[config.mk]
export PLATFORM = sky130hd
export DESIGN_NAME = kpvf_divq
export DESIGN_NICKNAME = d
export VERILOG_FILES = /design/src/rtl/kpvf_pkg.sv /design/src/rtl/kpvf_divq.sv
export SDC_FILE = /design/constraint.sdc
export NUM_CORES = 1
export LEC_CHECK = 0
export ABC_AREA = 1
export BUFFER_PORTS_ARGS = -buffer_cell sky130_fd_sc_hd__buf_4
export CORE_ASPECT_RATIO = 0.9
export CORE_MARGIN = 8
export CORE_UTILIZATION = 30
export DETAILED_ROUTE_END_ITERATION = 8
export MAX_ROUTING_LAYER = met4
export PLACE_DENSITY = 0.48
export RECOVER_POWER = 100
export SLEW_MARGIN = 20
export SYNTH_ARGS = -nofsm -noshare
export SYNTH_HDL_FRONTEND = slang
export SYNTH_SLANG_ARGS = --single-unit
[constraint.sdc]
create_clock -name clk -period 16.28 [get_ports clk]
set_input_delay 3.256 -clock clk [delete_from_list [all_inputs] [get_ports clk]]
set_output_delay 3.256 -clock clk [all_outputs]
set_load 0.03 [all_outputs]
[src/rtl/kpvf_pkg.sv]
// ----------------------------------------------------------------------------
// kpvf_pkg
// Types, codes and saturation helpers of the position/velocity Kalman filter.
// ----------------------------------------------------------------------------
package kpvf_pkg;

  // Field widths
  localparam int MODE_W  = 2;
  localparam int DT_W    = 17;
  localparam int VAL_W   = 32;
  localparam int CFG_W   = 31;
  localparam int IDX_W   = 2;
  localparam int COV_W   = 48;
  localparam int SUM_W   = 51;
  localparam int DEN_W   = 49;

  // Item modes
  localparam logic [MODE_W-1:0] MODE_PREDICT  = 2'd0;
  localparam logic [MODE_W-1:0] MODE_CORRECT  = 2'd1;
  localparam logic [MODE_W-1:0] MODE_LOAD_POS = 2'd2;
  localparam logic [MODE_W-1:0] MODE_LOAD_VEL = 2'd3;

  // Register indexes
  localparam logic [IDX_W-1:0] REG_PROCESS_NOISE     = 2'd0;
  localparam logic [IDX_W-1:0] REG_OBSERVATION_NOISE = 2'd1;
  localparam logic [IDX_W-1:0] REG_INITIAL_VARIANCE  = 2'd2;

  localparam logic [CFG_W-1:0] CFG_RESET = 31'd65536;
  localparam logic [CFG_W-1:0] MAX31     = 31'h7FFF_FFFF;

  // Saturation limits on the wide sum
  localparam logic signed [SUM_W-1:0] LIM32_HI = 51'sh7FFF_FFFF;
  localparam logic signed [SUM_W-1:0] LIM32_LO = -51'sh8000_0000;
  localparam logic signed [SUM_W-1:0] LIM48_HI = 51'sh7FFF_FFFF_FFFF;
  localparam logic signed [SUM_W-1:0] LIM48_LO = -51'sh8000_0000_0000;

  typedef enum logic [2:0] {
    S_IDLE,
    S_SUM,
    S_DIV,
    S_MUL,
    S_DONE
  } state_t;

  // Multiply steps: predict sequence, then correct sequence
  typedef enum logic [4:0] {
    OP_D2,
    OP_D3,
    OP_D4,
    OP_XV,
    OP_XU,
    OP_VU,
    OP_PA,
    OP_PB,
    OP_PACC,
    OP_P00,
    OP_P01,
    OP_P11,
    OP_CX,
    OP_CV,
    OP_C11,
    OP_C01,
    OP_C00
  } op_t;

  typedef struct packed {
    logic                    start;
    logic signed [COV_W-1:0] a;
    logic signed [COV_W-1:0] b;
  } mul_req_t;

  typedef struct packed {
    logic                    done;
    logic signed [COV_W-1:0] result;
  } mul_rsp_t;

  typedef struct packed {
    logic                    start;
    logic signed [COV_W-1:0] num;
    logic signed [DEN_W-1:0] den;
  } div_req_t;

  typedef struct packed {
    logic                    done;
    logic signed [VAL_W-1:0] quot;
  } div_rsp_t;

  function automatic logic signed [VAL_W-1:0] sat32(input logic signed [SUM_W-1:0] v);
    logic signed [SUM_W-1:0] c;
    c = v;
    if (v > LIM32_HI) c = LIM32_HI;
    else if (v < LIM32_LO) c = LIM32_LO;
    return c[VAL_W-1:0];
  endfunction

  function automatic logic signed [COV_W-1:0] sat48(input logic signed [SUM_W-1:0] v);
    logic signed [SUM_W-1:0] c;
    c = v;
    if (v > LIM48_HI) c = LIM48_HI;
    else if (v < LIM48_LO) c = LIM48_LO;
    return c[COV_W-1:0];
  endfunction

  // Halve, truncating toward zero
  function automatic logic signed [COV_W-1:0] half(input logic signed [COV_W-1:0] m);
    logic signed [COV_W-1:0] t;
    t = m + COV_W'({1'b0, m[COV_W-1]});
    return t >>> 1;
  endfunction

endpackage

[src/rtl/kpvf_divq.sv]
// ----------------------------------------------------------------------------
// kpvf_divq
// Restoring divider for the gain: (|num| << FRAC_BITS) / den, one quotient
// bit per cycle, magnitude saturated to 2^31-1, sign of the numerator.
// ----------------------------------------------------------------------------
module kpvf_divq #(
  parameter int FRAC_BITS = 16
) (
  input  logic               clk,
  input  logic               rst,
  input  kpvf_pkg::div_req_t req,
  output kpvf_pkg::div_rsp_t rsp
);

  localparam int MW = kpvf_pkg::COV_W;
  localparam int NW = MW + FRAC_BITS;
  localparam int QW = 31;
  localparam int RW = kpvf_pkg::DEN_W;
  localparam int CW = $clog2(QW);

  logic [MW-1:0]   nmag;
  logic [NW-1:0]   nfull;
  logic [NW-1:0]   ntop;
  logic            sat;

  logic [RW-1:0]   rem;
  logic [RW-1:0]   den;
  logic [QW-1:0]   nsh;
  logic [QW-1:0]   q;
  logic            neg;
  logic            busy;
  logic            fin;
  logic [CW-1:0]   cnt;
  logic            done;
  logic signed [kpvf_pkg::VAL_W-1:0] quot;

  logic [RW:0]     trial;
  logic            qbit;

  // Numerator setup and quotient overflow test
  always_comb begin
    nmag  = req.num[MW-1] ? MW'(-req.num) : MW'(req.num);
    nfull = {nmag, {FRAC_BITS{1'b0}}};
    ntop  = nfull >> QW;
    sat   = ntop >= NW'(unsigned'(req.den));
    trial = {rem, nsh[QW-1]};
    qbit  = trial >= (RW + 1)'(den);
  end

  always_ff @(posedge clk) begin
    if (rst) begin
      busy <= 1'b0;
      fin  <= 1'b0;
      done <= 1'b0;
    end else begin
      done <= 1'b0;
      if (req.start) begin
        neg <= req.num[MW-1];
        den <= RW'(unsigned'(req.den));
        cnt <= '0;
        if (sat) begin
          q   <= {QW{1'b1}};
          fin <= 1'b1;
        end else begin
          rem  <= ntop[RW-1:0];
          nsh  <= nfull[QW-1:0];
          q    <= '0;
          busy <= 1'b1;
        end
      end else if (busy) begin
        rem <= qbit ? RW'(trial - (RW + 1)'(den)) : trial[RW-1:0];
        q   <= {q[QW-2:0], qbit};
        nsh <= nsh << 1;
        cnt <= cnt + 1'b1;
        if (cnt == CW'(QW - 1)) begin
          busy <= 1'b0;
          fin  <= 1'b1;
        end
      end else if (fin) begin
        fin  <= 1'b0;
        done <= 1'b1;
        quot <= neg ? -$signed({1'b0, q}) : $signed({1'b0, q});
      end
    end
  end

  assign rsp.done = done;
  assign rsp.quot = quot;

endmodule

# == Yosys cells after proc, flatten, opt, wreduce, memory -nomap -nowiden ==
# Index checks and enable logic that the tools add are counted.
# totals
ff_bits,201
input_bits,100
word_cells,53
# op_classes
n_bitwise,3
eq_ne,4
n_lt_le_gt_ge,2
mux,22
n_addsub,4
reduce_logical,7
# op_table
operator,count
$mux 31,7
$mux 49,4
$ge 50x49->1,1
$ge 33x49->1,1
$sub 49x49->49,1
$mux 48,1
$neg 48->48,1
$neg 31->32,1
$mux 1,9
$reduce_and 2->1,3
$add 5x1->5 const B,1
$eq 5x5->1 const B,1
$mux 5,1
$reduce_and 4->1,1
$ne 3x2->1 const B,1
$not 1->1,3
$reduce_and 3->1,1
$reduce_or 3->1,1
$ne 2x1->1 const B,1
$ne 2x2->1 const B,1
$reduce_bool 2->1,1

# == Logic depth before layout (Yosys ltp) ==
# logic_depth
depth_word,5
ltp_mapped,25
mapped_depth_nobuf,24

# == Least setup slack after synthesis ==
# OpenSTA, ideal clock, no wires.
# synth_path
path_type,in2reg
startpoint,input port req[97] (netlist name)
endpoint,register nsh[16] (enable)
setup_ns,0.507
arrival_ns,8.444
required_ns,15.773
cell_stages,5
path_slack_ns,7.329
n_path_buf,1
cell_sequence,clkbuf_1 nor2_1 nor2_1 inv_1 a21oi_1
# synth_via
elab_chain_len,2
elab_cells_between_ends,3
cone_classes,eq/ne (1); reduce/logical (2)
# synth_rtl
element,line,source
from (decl),kpvf_divq.sv:11,"input kpvf_pkg::div_req_t req,"
$ne 2x2->1 (no source line) or $reduce_bool 2->1 (tied branches),-,
$reduce_and 3->1 (no source line) *,-,
to (signal assigned),kpvf_divq.sv:66,nsh <= nfull[QW-1:0];
to (signal assigned),kpvf_divq.sv:73,nsh <= nsh << 1;
to (decl),kpvf_divq.sv:28,logic [QW-1:0] nsh;
# Every way passes the cells marked *; elsewhere a longest branch is shown, timed or not.
# A chain may end at the register's enable or synchronous reset.

# == Worst setup path in the final report ==
# layout_path
startpoint,input port req[97] (netlist name)
endpoint,register den[12] (enable)
# layout_via
elab_chain_len,1
# layout_rtl
element,line,source
$reduce_and 2->1 (no source line),-,
to (signal assigned),kpvf_divq.sv:59,den <= RW'(unsigned'(req.den));
to (decl),kpvf_divq.sv:27,logic [RW-1:0] den;
# Every way passes these cells.

==> flow_summary_export.csv <==
group,metric,value,unit
clock_network,cts.clk_slew.worst_paths,80,ps
final_layout,multi_input_area,7960,um^2
synth,ys_ff_latch,185,
hold_path,hp-class,"reg2reg",
sta,tightest_slew,3410,ps
grt,grt_max_degree,72,
detailed_routing,wl,51.9,mm
setup_path,end_kind,"register",
power,power_density,86.3,nW/um^2
sta,grt_setup_unrepaired,"false",
detailed_routing,detail_route.wl_per_cell,17.1,um
sta,final.period_utilization,68.4,%
synth,syn_inst,2226,
setup_path,crit_fanout,71,
setup_path,critPathArrivalTime,11150,ps
sta,whs,500,ps
clock_network,cts_resized,0,
clock_network,cts_max_path_buffers,2,
grt,antenna_found_initial,0,
placement,portBuffers,132,
power,vdd_drop_max,0.0776,mV
detailed_routing,ant_nets,0,
final_layout,drive_above_1_share,5.82,%
setup_path,required,16300,ps
grt,grt_pass1_vias,13900,
sta,hold_viol_final,0,
detailed_routing,remaining_drc_errors,0,
floorplan,dieWidth,254,um
clock_network,cts_tree,"done",
synth,ys_types,42,
sta,finClkSkew,27.1,ps
synth,yosysWarnings,0,
clock_network,clockRootBuffer,"clkbuf_16",
synth,avgSynthCellArea,6.90,um^2
synth,synth-seq-area-share,36.0,%
final_layout,final_cells,3033,
detailed_routing,drtPass1Iterations,8,
sta,max_freq,89.8,MHz
clock_network,clock_latency,490,ps
placement,hpwl,41.8,mm
grt,grt-ovfl-total,0,
placement,gp_congestion,0.929,
final_layout,fin_area,17300,um^2
synth,synth_ff_type,"edfxtp_1",
final_layout,fin_nets,2527,
synth,async_reset_ff_share,0,%
setup_path,startpoint_type,"primary input",
clock_network,cts_max_level,4,
synth,syn-cell-area,15400,um^2
final_layout,syn_to_final_growth,12.9,%
clock_network,cts_hold_buf,0,
synth,synth_edf_count,182,
final_layout,seq_area,5530,um^2
floorplan,coreArea,50500,um^2
sta,final.setup.tns,0,ps
placement,post_dp_cell_area,17000,um^2
clock_network,numCtsBuffers,17,
status,violations,"max-capacitance violations, max-slew violations",
flow_run,cap_violations,7,
floorplan,initial_core_util,30.4,%
synth,synth_nets,2413,
detailed_routing,vias,14100,
floorplan,ios,133,
grt,grt_pass1_wl,81.0,mm
sta,slew_viol_final,312,
final_layout,diodes,0,
sta,period_needed,11130,ps
clock_network,cts.sinks,185,
sta,setup_violations,0,
detailed_routing,via_per_inst,4.65,
grt,grt_usage,18.4,%
power,p_leak,0.00853,uW
floorplan,rows,78,
placement,placedCellCount,3000,
setup_path,worstSetupPathType,"in2reg",
detailed_routing,drt_iter0_markers,970,
final_layout,fillCellCount,5620,
status,status,"finished with violations",
sta,max-slew-margin-rel,-127,%
floorplan,dieArea,58700,um^2
floorplan,die-height,231,um
clock_network,post-cts-setup-buffers,0,
## power by group
group | leakage, uW | switching, uW | internal [uW]
Combinational | 0.00648 | 316 | 154
Clock | 0.000296 | 230 | 211
Sequential | 0.00175 | 16.6 | 568
## placed cells by master, fill, tap and decap left out, drive strengths merged
cell / n
nor3b: 1
xor2: 55
nand3: 155
o21a: 2
nand4: 42
buf: 51
o211ai: 5
o21bai: 8
nor4: 16
dfxtp: 3
nand2: 717
a21o: 2
inv: 448
a31oi: 4
clkbuf: 105
a21boi: 5
xnor2: 29
ha: 86
nand3b: 23
nor3: 22
nor2: 227
and2: 9
a21oi: 70
or2: 5
clkinv: 6
fa: 1
o21ai: 72
edfxtp: 182
o31ai: 2
## cells by family after synthesis
kind of cell	after synthesis	synth area share (%)
and+or+nand+nor	1217	33.8
buffers and inverters	483	12.2
DFF	185	36.0
AOI/OAI and AO/OA	170	6.04
adders and majority gates	87	7.14
xor gates and xnor gates	84	4.79
## state kept, by name, indices dropped and copies added (netlist names)
signal,flops
done,1
q,31
nsh,15
busy,1
fin,1
den,49
rem,49
quot,32
neg,1
cnt,5
## synth_stat cells, types with 9 or more instances
library cell	instances	share of area, %
o21ai_0	70	2.3
clkbuf_1	23	0.56
xor2_1	55	3.1
nand4_1	41	1.7
nor4_1	16	0.65
nand3_2	9	0.59
edfxtp_1	182	36
xnor2_1	29	1.7
inv_2	9	0.22
nor3_1	22	0.72
a21oi_1	69	2.2
nand3b_1	23	1.1
inv_1	430	11
and2_1	9	0.37
nand2_1	708	17
nand3_1	146	4.8
ha_1	86	7.0
nor2_1	215	5.3
## per-layer routing
layer / GRT usage, % / share of wire (%) / vias up / wire [um]
met1: 25.3 / 50 / 6482 / 25800
met2: 28.0 / 44 / 307 / 23000
li1: - / - / 7252 / -
met3: 2.61 / 4.0 / 56 / 2060
met4: 5.13 / 2.1 / 0 / 1080
met5: - / 0 / - / 0
## final cells by class
| type | count | area share [%] |
|---|---|---|
| multi-input cells | 1558 | 45.9 |
| flip-flops and latches | 185 | 31.9 |
| inverters | 439 | 9.50 |
| well taps | 680 | 4.91 |
| repair buffers | 139 | 4.29 |
| clock buffers | 17 | 2.45 |
| clock inverters | 15 | 1.08 |
## through the flow
step / power [uW] / utilization (%) / setup slack [ps]
floorplan: 919 / - / 7330
global placement: 1070 / 33.8 / 8210
detailed placement: 1070 / 33.8 / 8120
CTS: 1510 / 35.0 / 8680
global route: 1590 / 34.4 / 4270
finish: 1500 / 34.4 / 5150
## worst paths after layout
path | start | to | slack, ps | cells after the start
min reg2reg | fin | fin | 500 | 2
min | fin | fin | 500 | 2
max reg2reg | busy | nsh[18] | 11280 | 5
max | req[97] | den[12] | 5150 | 5
## critical path, cell delays in order
cell	delay, ps
clkbuf_1	2350
inv_1	1590
clkbuf_1	1320
nor2_4	340
clkbuf_1	2220
No activity file was read; power rests on OpenSTA's default activity.
