<file path="src/rtl/kpvf_pkg.sv">
// ----------------------------------------------------------------------------
// kpvf_pkg
// Types, codes and saturation helpers of the position/velocity Kalman filter.
// ----------------------------------------------------------------------------
package kpvf_pkg;

  // Field widths
  localparam int MODE_W  = 2;
  localparam int DT_W    = 17;
  localparam int VAL_W   = 32;
  localparam int CFG_W   = 31;
  localparam int IDX_W   = 2;
  localparam int COV_W   = 48;
  localparam int SUM_W   = 51;
  localparam int DEN_W   = 49;

  // Item modes
  localparam logic [MODE_W-1:0] MODE_PREDICT  = 2'd0;
  localparam logic [MODE_W-1:0] MODE_CORRECT  = 2'd1;
  localparam logic [MODE_W-1:0] MODE_LOAD_POS = 2'd2;
  localparam logic [MODE_W-1:0] MODE_LOAD_VEL = 2'd3;

  // Register indexes
  localparam logic [IDX_W-1:0] REG_PROCESS_NOISE     = 2'd0;
  localparam logic [IDX_W-1:0] REG_OBSERVATION_NOISE = 2'd1;
  localparam logic [IDX_W-1:0] REG_INITIAL_VARIANCE  = 2'd2;

  localparam logic [CFG_W-1:0] CFG_RESET = 31'd65536;
  localparam logic [CFG_W-1:0] MAX31     = 31'h7FFF_FFFF;

  // Saturation limits on the wide sum
  localparam logic signed [SUM_W-1:0] LIM32_HI = 51'sh7FFF_FFFF;
  localparam logic signed [SUM_W-1:0] LIM32_LO = -51'sh8000_0000;
  localparam logic signed [SUM_W-1:0] LIM48_HI = 51'sh7FFF_FFFF_FFFF;
  localparam logic signed [SUM_W-1:0] LIM48_LO = -51'sh8000_0000_0000;

  typedef enum logic [2:0] {
    S_IDLE,
    S_SUM,
    S_DIV,
    S_MUL,
    S_DONE
  } state_t;

  // Multiply steps: predict sequence, then correct sequence
  typedef enum logic [4:0] {
    OP_D2,
    OP_D3,
    OP_D4,
    OP_XV,
    OP_XU,
    OP_VU,
    OP_PA,
    OP_PB,
    OP_PACC,
    OP_P00,
    OP_P01,
    OP_P11,
    OP_CX,
    OP_CV,
    OP_C11,
    OP_C01,
    OP_C00
  } op_t;

  typedef struct packed {
    logic                    start;
    logic signed [COV_W-1:0] a;
    logic signed [COV_W-1:0] b;
  } mul_req_t;

  typedef struct packed {
    logic                    done;
    logic signed [COV_W-1:0] result;
  } mul_rsp_t;

  typedef struct packed {
    logic                    start;
    logic signed [COV_W-1:0] num;
    logic signed [DEN_W-1:0] den;
  } div_req_t;

  typedef struct packed {
    logic                    done;
    logic signed [VAL_W-1:0] quot;
  } div_rsp_t;

  function automatic logic signed [VAL_W-1:0] sat32(input logic signed [SUM_W-1:0] v);
    logic signed [SUM_W-1:0] c;
    c = v;
    if (v > LIM32_HI) c = LIM32_HI;
    else if (v < LIM32_LO) c = LIM32_LO;
    return c[VAL_W-1:0];
  endfunction

  function automatic logic signed [COV_W-1:0] sat48(input logic signed [SUM_W-1:0] v);
    logic signed [SUM_W-1:0] c;
    c = v;
    if (v > LIM48_HI) c = LIM48_HI;
    else if (v < LIM48_LO) c = LIM48_LO;
    return c[COV_W-1:0];
  endfunction

  // Halve, truncating toward zero
  function automatic logic signed [COV_W-1:0] half(input logic signed [COV_W-1:0] m);
    logic signed [COV_W-1:0] t;
    t = m + COV_W'({1'b0, m[COV_W-1]});
    return t >>> 1;
  endfunction

endpackage

</file>
<file path="src/rtl/kpvf_mulq.sv">
// ----------------------------------------------------------------------------
// kpvf_mulq
// Shared fixed-point multiplier: 48x48 magnitude product built from 48x16
// partial products, one per cycle, then scaled, saturated and signed.
// ----------------------------------------------------------------------------
module kpvf_mulq #(
  parameter int FRAC_BITS = 16
) (
  input  logic               clk,
  input  logic               rst,
  input  kpvf_pkg::mul_req_t req,
  output kpvf_pkg::mul_rsp_t rsp
);

  localparam int OPW = kpvf_pkg::COV_W;
  localparam int CHW = 16;
  localparam int NCH = OPW / CHW;
  localparam int PW  = 2 * OPW;
  localparam int CW  = $clog2(NCH);

  localparam logic signed [OPW-1:0] MAX48 = {1'b0, {(OPW-1){1'b1}}};
  localparam logic signed [OPW-1:0] MIN48 = {1'b1, {(OPW-1){1'b0}}};

  logic [OPW-1:0]          ua;
  logic [OPW-1:0]          ub;
  logic                    neg;
  logic [PW-1:0]           acc;
  logic                    busy;
  logic                    fin;
  logic [CW-1:0]           cnt;
  logic                    done;
  logic signed [OPW-1:0]   result;

  logic [PW-1:0]           scaled;
  logic                    ovf;
  logic signed [OPW-1:0]   res_next;

  // Scale, saturate and restore the sign
  always_comb begin
    scaled = acc >> FRAC_BITS;
    ovf    = |scaled[PW-1:OPW-1];
    if (ovf) begin
      res_next = neg ? MIN48 : MAX48;
    end else if (neg) begin
      res_next = -$signed(scaled[OPW-1:0]);
    end else begin
      res_next = $signed(scaled[OPW-1:0]);
    end
  end

  // Partial product sequencing, most significant chunk first
  always_ff @(posedge clk) begin
    if (rst) begin
      busy <= 1'b0;
      fin  <= 1'b0;
      done <= 1'b0;
    end else begin
      done <= 1'b0;
      if (req.start) begin
        busy <= 1'b1;
        cnt  <= '0;
        acc  <= '0;
        ua   <= req.a[OPW-1] ? OPW'(-req.a) : OPW'(req.a);
        ub   <= req.b[OPW-1] ? OPW'(-req.b) : OPW'(req.b);
        neg  <= req.a[OPW-1] ^ req.b[OPW-1];
      end else if (busy) begin
        acc <= (acc << CHW) + PW'(ua * ub[OPW-1 -: CHW]);
        ub  <= ub << CHW;
        cnt <= cnt + 1'b1;
        if (cnt == CW'(NCH - 1)) begin
          busy <= 1'b0;
          fin  <= 1'b1;
        end
      end else if (fin) begin
        fin    <= 1'b0;
        done   <= 1'b1;
        result <= res_next;
      end
    end
  end

  assign rsp.done   = done;
  assign rsp.result = result;

endmodule

</file>
<file path="config.mk">
export PLATFORM = sky130hd
export DESIGN_NAME = kpvf_mulq
export DESIGN_NICKNAME = d
export VERILOG_FILES = /design/src/rtl/kpvf_pkg.sv /design/src/rtl/kpvf_mulq.sv
export SDC_FILE = /design/constraint.sdc
export NUM_CORES = 2
export LEC_CHECK = 0
export BUFFER_PORTS_ARGS = -buffer_cell sky130_fd_sc_hd__clkbuf_2
export CORE_ASPECT_RATIO = 2
export CORE_MARGIN = 8
export CORE_UTILIZATION = 55
export DETAILED_ROUTE_END_ITERATION = 10
export PLACE_DENSITY = 0.75
export RECOVER_POWER = 100
export SYNTH_ARGS = -nofsm -noshare
export SYNTH_HDL_FRONTEND = slang
export SYNTH_SLANG_ARGS = --single-unit
export TNS_END_PERCENT = 30
</file>
<file path="constraint.sdc">
create_clock -name clk -period 6.7 [get_ports clk]
set_input_delay 1.34 -clock clk [delete_from_list [all_inputs] [get_ports clk]]
set_output_delay 1.34 -clock clk [all_outputs]
set_load 0.005 [all_outputs]
</file>
### After elaboration in Yosys (flattened, before gate mapping)

Cells that the tools add are included.

* add/subtract/negate cells: 5
* multiply operators: 1
* divide/modulo/power cells: 0
* $lt $le $gt $ge: 0
* eq/ne operators: 2
* shift-type cells: 0
* mux-type cells: 15
* bitwise operators: 4
* reduce and logical (&&, ||, !) cells: 7

Operators with widths (number)
* 2-to-1 mux 48 bit: 6
* negator 48 bit: 3
* adder 96 x 64 -> 96 bit: 1
* 2-to-1 mux 96 bit: 1
* multiplier 48 x 16 -> 64 bit: 1
* 2-to-1 mux 47 bit: 1
* OR reduction 33 bit: 1
* 2-to-1 mux 1 bit: 6
* AND reduction 2 bit: 3
* AND reduction 4 bit: 1
* inverter 1 bit: 3
* OR reduction 3 bit: 1
* adder 2 x 1 -> 2 bit (second input constant): 1
* == test 2 bit (second input constant): 1
* 2-to-1 mux 2 bit: 1
* inequality test 2 x 1 -> 1 bit (second input constant): 1
* nonzero test 2 bit: 1
* bitwise XOR 1 bit: 1

* register bits after elaboration: 246
* latch bits: 0
* RAM bits: 0
* bits in read-only memories: 0
* input bits: 99
* output and inout bits: 49
* logic and storage cells: 44
* memories: 0

### Depth between registers and ports, before layout

* depth in word-level cells: 4
* depth in mapped cells: 27
* mapped depth without buffers: 24

### Least setup slack after synthesis

OpenSTA, ideal clock, no wires.

* path type: input to register
* from: in req[96] (netlist bit)
* to: reg result[0] (enable)
* library setup time: 0.592 ns
* data arrival time: 6.681 ns
* required time: 6.108 ns
* slack: -0.573 ns
* stages: 3
* path buffers: 2
* cell sequence: clkbuf_1 -> buf_1 -> nor4b_1

* longest elaborated chain between the ends: 2

Ends and longest elaborated chain
* from (decl): RTL line kpvf_mulq.sv:11 `input kpvf_pkg::mul_req_t req,`
* inverter 1 bit (no source line)
* AND reduction 4 bit (no source line)
* to (signal assigned): RTL line kpvf_mulq.sv:77 `result <= res_next;`
* to (decl): RTL line kpvf_mulq.sv:32 `logic signed [OPW-1:0] result;`

No other way between the ends.
A chain may end at the register's enable or synchronous reset.

### Final worst setup path

* from: reg ub[42]
* to: reg acc[69], data pin

* longest elaborated chain between the ends: 3

Ends and longest elaborated chain
* from (decl): RTL line kpvf_mulq.sv:25 `logic [OPW-1:0] ub;`
* from (signal assigned): RTL line kpvf_mulq.sv:64 `ub <= req.b[OPW-1] ? OPW'(-req.b) : OPW'(req.b);`
* from (signal assigned): RTL line kpvf_mulq.sv:68 `ub <= ub << CHW;`
* multiplier 48 x 16 -> 64 bit: RTL line kpvf_mulq.sv:67 `acc <= (acc << CHW) + PW'(ua * ub[OPW-1 -: CHW]);`
* adder 96 x 64 -> 96 bit: RTL line kpvf_mulq.sv:67
* 2-to-1 mux 96 bit: RTL line kpvf_mulq.sv:66 `end else if (busy) begin`
* to (signal assigned): RTL line kpvf_mulq.sv:67
* to (decl): RTL line kpvf_mulq.sv:27 `logic [PW-1:0] acc;`

No other way between the ends. The select of a mux whose other input is x is not followed.

==> flow_metrics.py <==
metrics = {
    "timing": {
        "hold_viol": 0,
        "holdWs_ns": 0.508,
        "finalSetupViolations": 44,
        "slew_headroom_pct": -104,
        "maxSlewViolCount": 260,
        "max_freq_mhz": 143,
        "period_share_pct": 104,
        "worst_slack_ns": -0.271,
        "clock-skew-final_ns": 0.0263,
        "min_period_ns": 6.97,
        "tightest_slew_ns": 3.06,
        "rsz0062_at_grt": "yes",
    },
    "floorplan": {
        "io-pin-count": 148,
        "start_util_pct": 55.4,
        "die_h_um": 390,
        "fp-row-count": 137,
        "die_w_um": 203,
        "dieArea_sq_mm": 0.0793,
        "fp.coreArea_sq_mm": 0.0696,
    },
    "final_layout": {
        "multiInputGateArea_sq_mm": 0.0280,
        "final.fill_count": 5599,
        "syn2layout_area_growth_pct": 19.2,
        "nets": 5653,
        "final_common_cell": "inv_1",
        "drive_gt1_share_pct": 17.5,
        "final_cell_mix": "inv_1, nand2_1, fa_1",
        "regArea_sq_mm": 0.00736,
    },
    "worst_setup_path": {
        "critPathArrivalTime_ns": 7.26,
        "crit_slowest_cell": "fa_1",
        "crit_required_ns": 6.99,
        "critPathMostFrequentCell": "fa_1",
        "endpoint_kind": "register",
        "crit_family": "adder cells",
        "crit_type": "register to register",
        "cp.buffers_inverters": 9,
        "start_kind": "register",
        "worst_path_largest_cell_delay_ns": 0.61,
        "crit_fanout": 13,
    },
    "logic_synthesis": {
        "yosysSeqAreaShare_pct": 19.1,
        "yosys_warnings": 0,
        "synth_top_family_by_area": "adder cells",
        "ys_ff_latch": 246,
        "synth_nets": 5199,
        "synth_area_sq_mm": 0.0385,
        "synthFlopType": "edfxtp_1",
        "synthAdderAreaFrac_pct": 40.9,
        "syn_area_per_cell_sq_um": 9.06,
        "synth.area.top_cells": "fa_1, edfxtp_1, inv_1",
        "synth-simple-area-share_pct": 17.5,
        "synth-edff-count": 243,
        "ys_async_sr_fraction_pct": 0,
        "synth.distinct_cells": 67,
        "netlist.area_leader.share_pct": 35.9,
        "syn_inst": 4254,
        "synth_area_leader_cell": "fa_1",
        "synth_xor_area_share_pct": 4.12,
        "synth_compound_area_share_pct": 7.05,
        "muxShareOfSynthArea_pct": 0.490,
    },
    "grt": {
        "antenna_found_initial": 3,
        "gr-total-overflow": 0,
        "grt_max_degree": 104,
        "grt_pass1_vias": 34700,
        "grt_pass1_wl_um": 192000,
        "grt_usage_pct": 32.2,
    },
    "route": {
        "route.detailed.drc": 0,
        "drt_iter0_markers": 2275,
        "wirelength_um": 129000,
        "drtPass1Iterations": 7,
        "routedWlPerCell_um": 22.9,
        "vias_per_cell": 5.75,
        "ant_nets": 0,
        "detailroute.via_count": 32400,
    },
    "placement": {
        "io_buffers": 147,
        "dpl.hpwl_um": 101000,
        "gp_congestion": 1.04,
    },
    "cts": {
        "cts_tree": "built",
        "cts_hold_buf": 0,
        "cts_buffer_depth": 3,
        "clkTransAtPathRegs_ns": 0.06,
        "clock_latency_ns": 0.59,
        "clockRootBuffer": "clkbuf_16",
        "cts.sinks": 246,
        "numCtsBuffers": 24,
        "cts-htree-levels": 1,
    },
    "run_status": {
        "violations": "capacitance limit, slew limit, setup timing",
        "status": "finished with violations",
    },
    "flow_run": {
        "maxCapViolations": 5,
    },
    "min_path": {
        "min_path_type": "register to register",
    },
}
## cells by family (layout without fill, tap and decap cells)
family | count (synthesis) | in the layout
other cells | 0 | 1
xor+xnor | 181 | 181
fa+ha+maj | 846 | 846
buf+inv | 1113 | 1584
mux | 17 | 17
simple gates | 1420 | 1421
flops | 246 | 246
compound gates | 431 | 431
## timing repair
action                     4_1_cts  5_1_grt
setup endpoints to repair       60       64
resized for setup              166       91
pin swaps                       55       41
buffers inserted                34       23
cloned                           2        6
## worst min-delay path: cells and delay by family (launching register included)
| kind | cells | cell delay [ns] |
|---|---|---|
| flip-flops | 1 | 0.33 |
| AND/OR/NAND/NOR | 2 | 0.14 |
## cell usage after synthesis (4+ instances only)
cell / instances
mux2_2: 15
or2_2: 6
o41ai_1: 19
nand2_1: 669
edfxtp_1: 243
nor3_1: 39
or4_1: 19
nand3_1: 36
nor4_1: 27
fa_1: 690
a21oi_1: 125
o311ai_0: 23
o22ai_1: 7
nand2b_1: 20
nor2_1: 196
a31oi_1: 14
and2_1: 280
nor4b_1: 4
and3_1: 12
o32ai_1: 4
a211oi_1: 13
xnor2_1: 111
a21o_1: 30
o21ai_0: 105
nand4_1: 41
nand3b_1: 5
clkbuf_1: 204
o31a_1: 4
o21bai_1: 19
o31ai_1: 33
inv_1: 898
nor3b_1: 5
a221o_1: 5
nor2b_1: 15
ha_1: 156
xor2_1: 70
or3_1: 31
o21a_1: 4
buf_1: 7
o211ai_1: 7
## area by class of cell
class                      instances  area share, %
antenna                            1        0.00545
clock buffer                      30           1.36
clock inverter                    14          0.417
inverter                         899           7.37
multi-input combinational       2896           60.9
sequential                       246           16.0
tap                              903           2.46
timing repair buffer             641           11.5
## through the flow
step | cells | instance area [sq um] | setup slack (ns) | TNS [ns] | util [%]
after floorplan | 4254 | 38500 | -0.228 | -2.77 | -
after global placement | 5522 | 43400 | -0.702 | -19.42 | 62.4
after detailed placement | 5522 | 43400 | -0.707 | -20.76 | 62.4
after CTS | 5600 | 45200 | -0.221 | -3.82 | 65.0
after global routing | 5629 | 45900 | -0.489 | -16.62 | 66.0
final | 5630 | 45900 | -0.271 | -7.26 | 66.0
## flip-flops by register name (all words and copies together) (netlist names), 2 cells and up
signal	count
acc	96
result	48
ua	48
ub	48
cnt	2
## final timing paths
| kind | to | startpoint | slack [ns] | cells past startpoint |
|---|---|---|---|---|
| min | fin | fin | 0.51 | 2 |
| max | acc[69] | ub[42] | -0.27 | 26 |
| max reg2reg | acc[69] | ub[42] | -0.27 | 26 |
| min reg2reg | fin | fin | 0.51 | 2 |
## metal layers
metal  up-vias  part of all wire (%)  GRT usage [%]
li1      14000                     -              -
met1     16000                    28           28.2
met2      1605                    53           59.1
met3       773                   6.5           6.34
met4         4                    13           31.9
met5         -                 0.026              0
Power is not shown: default switching activity piles up to over one toggle a cycle in this logic, so the estimate is an artifact.
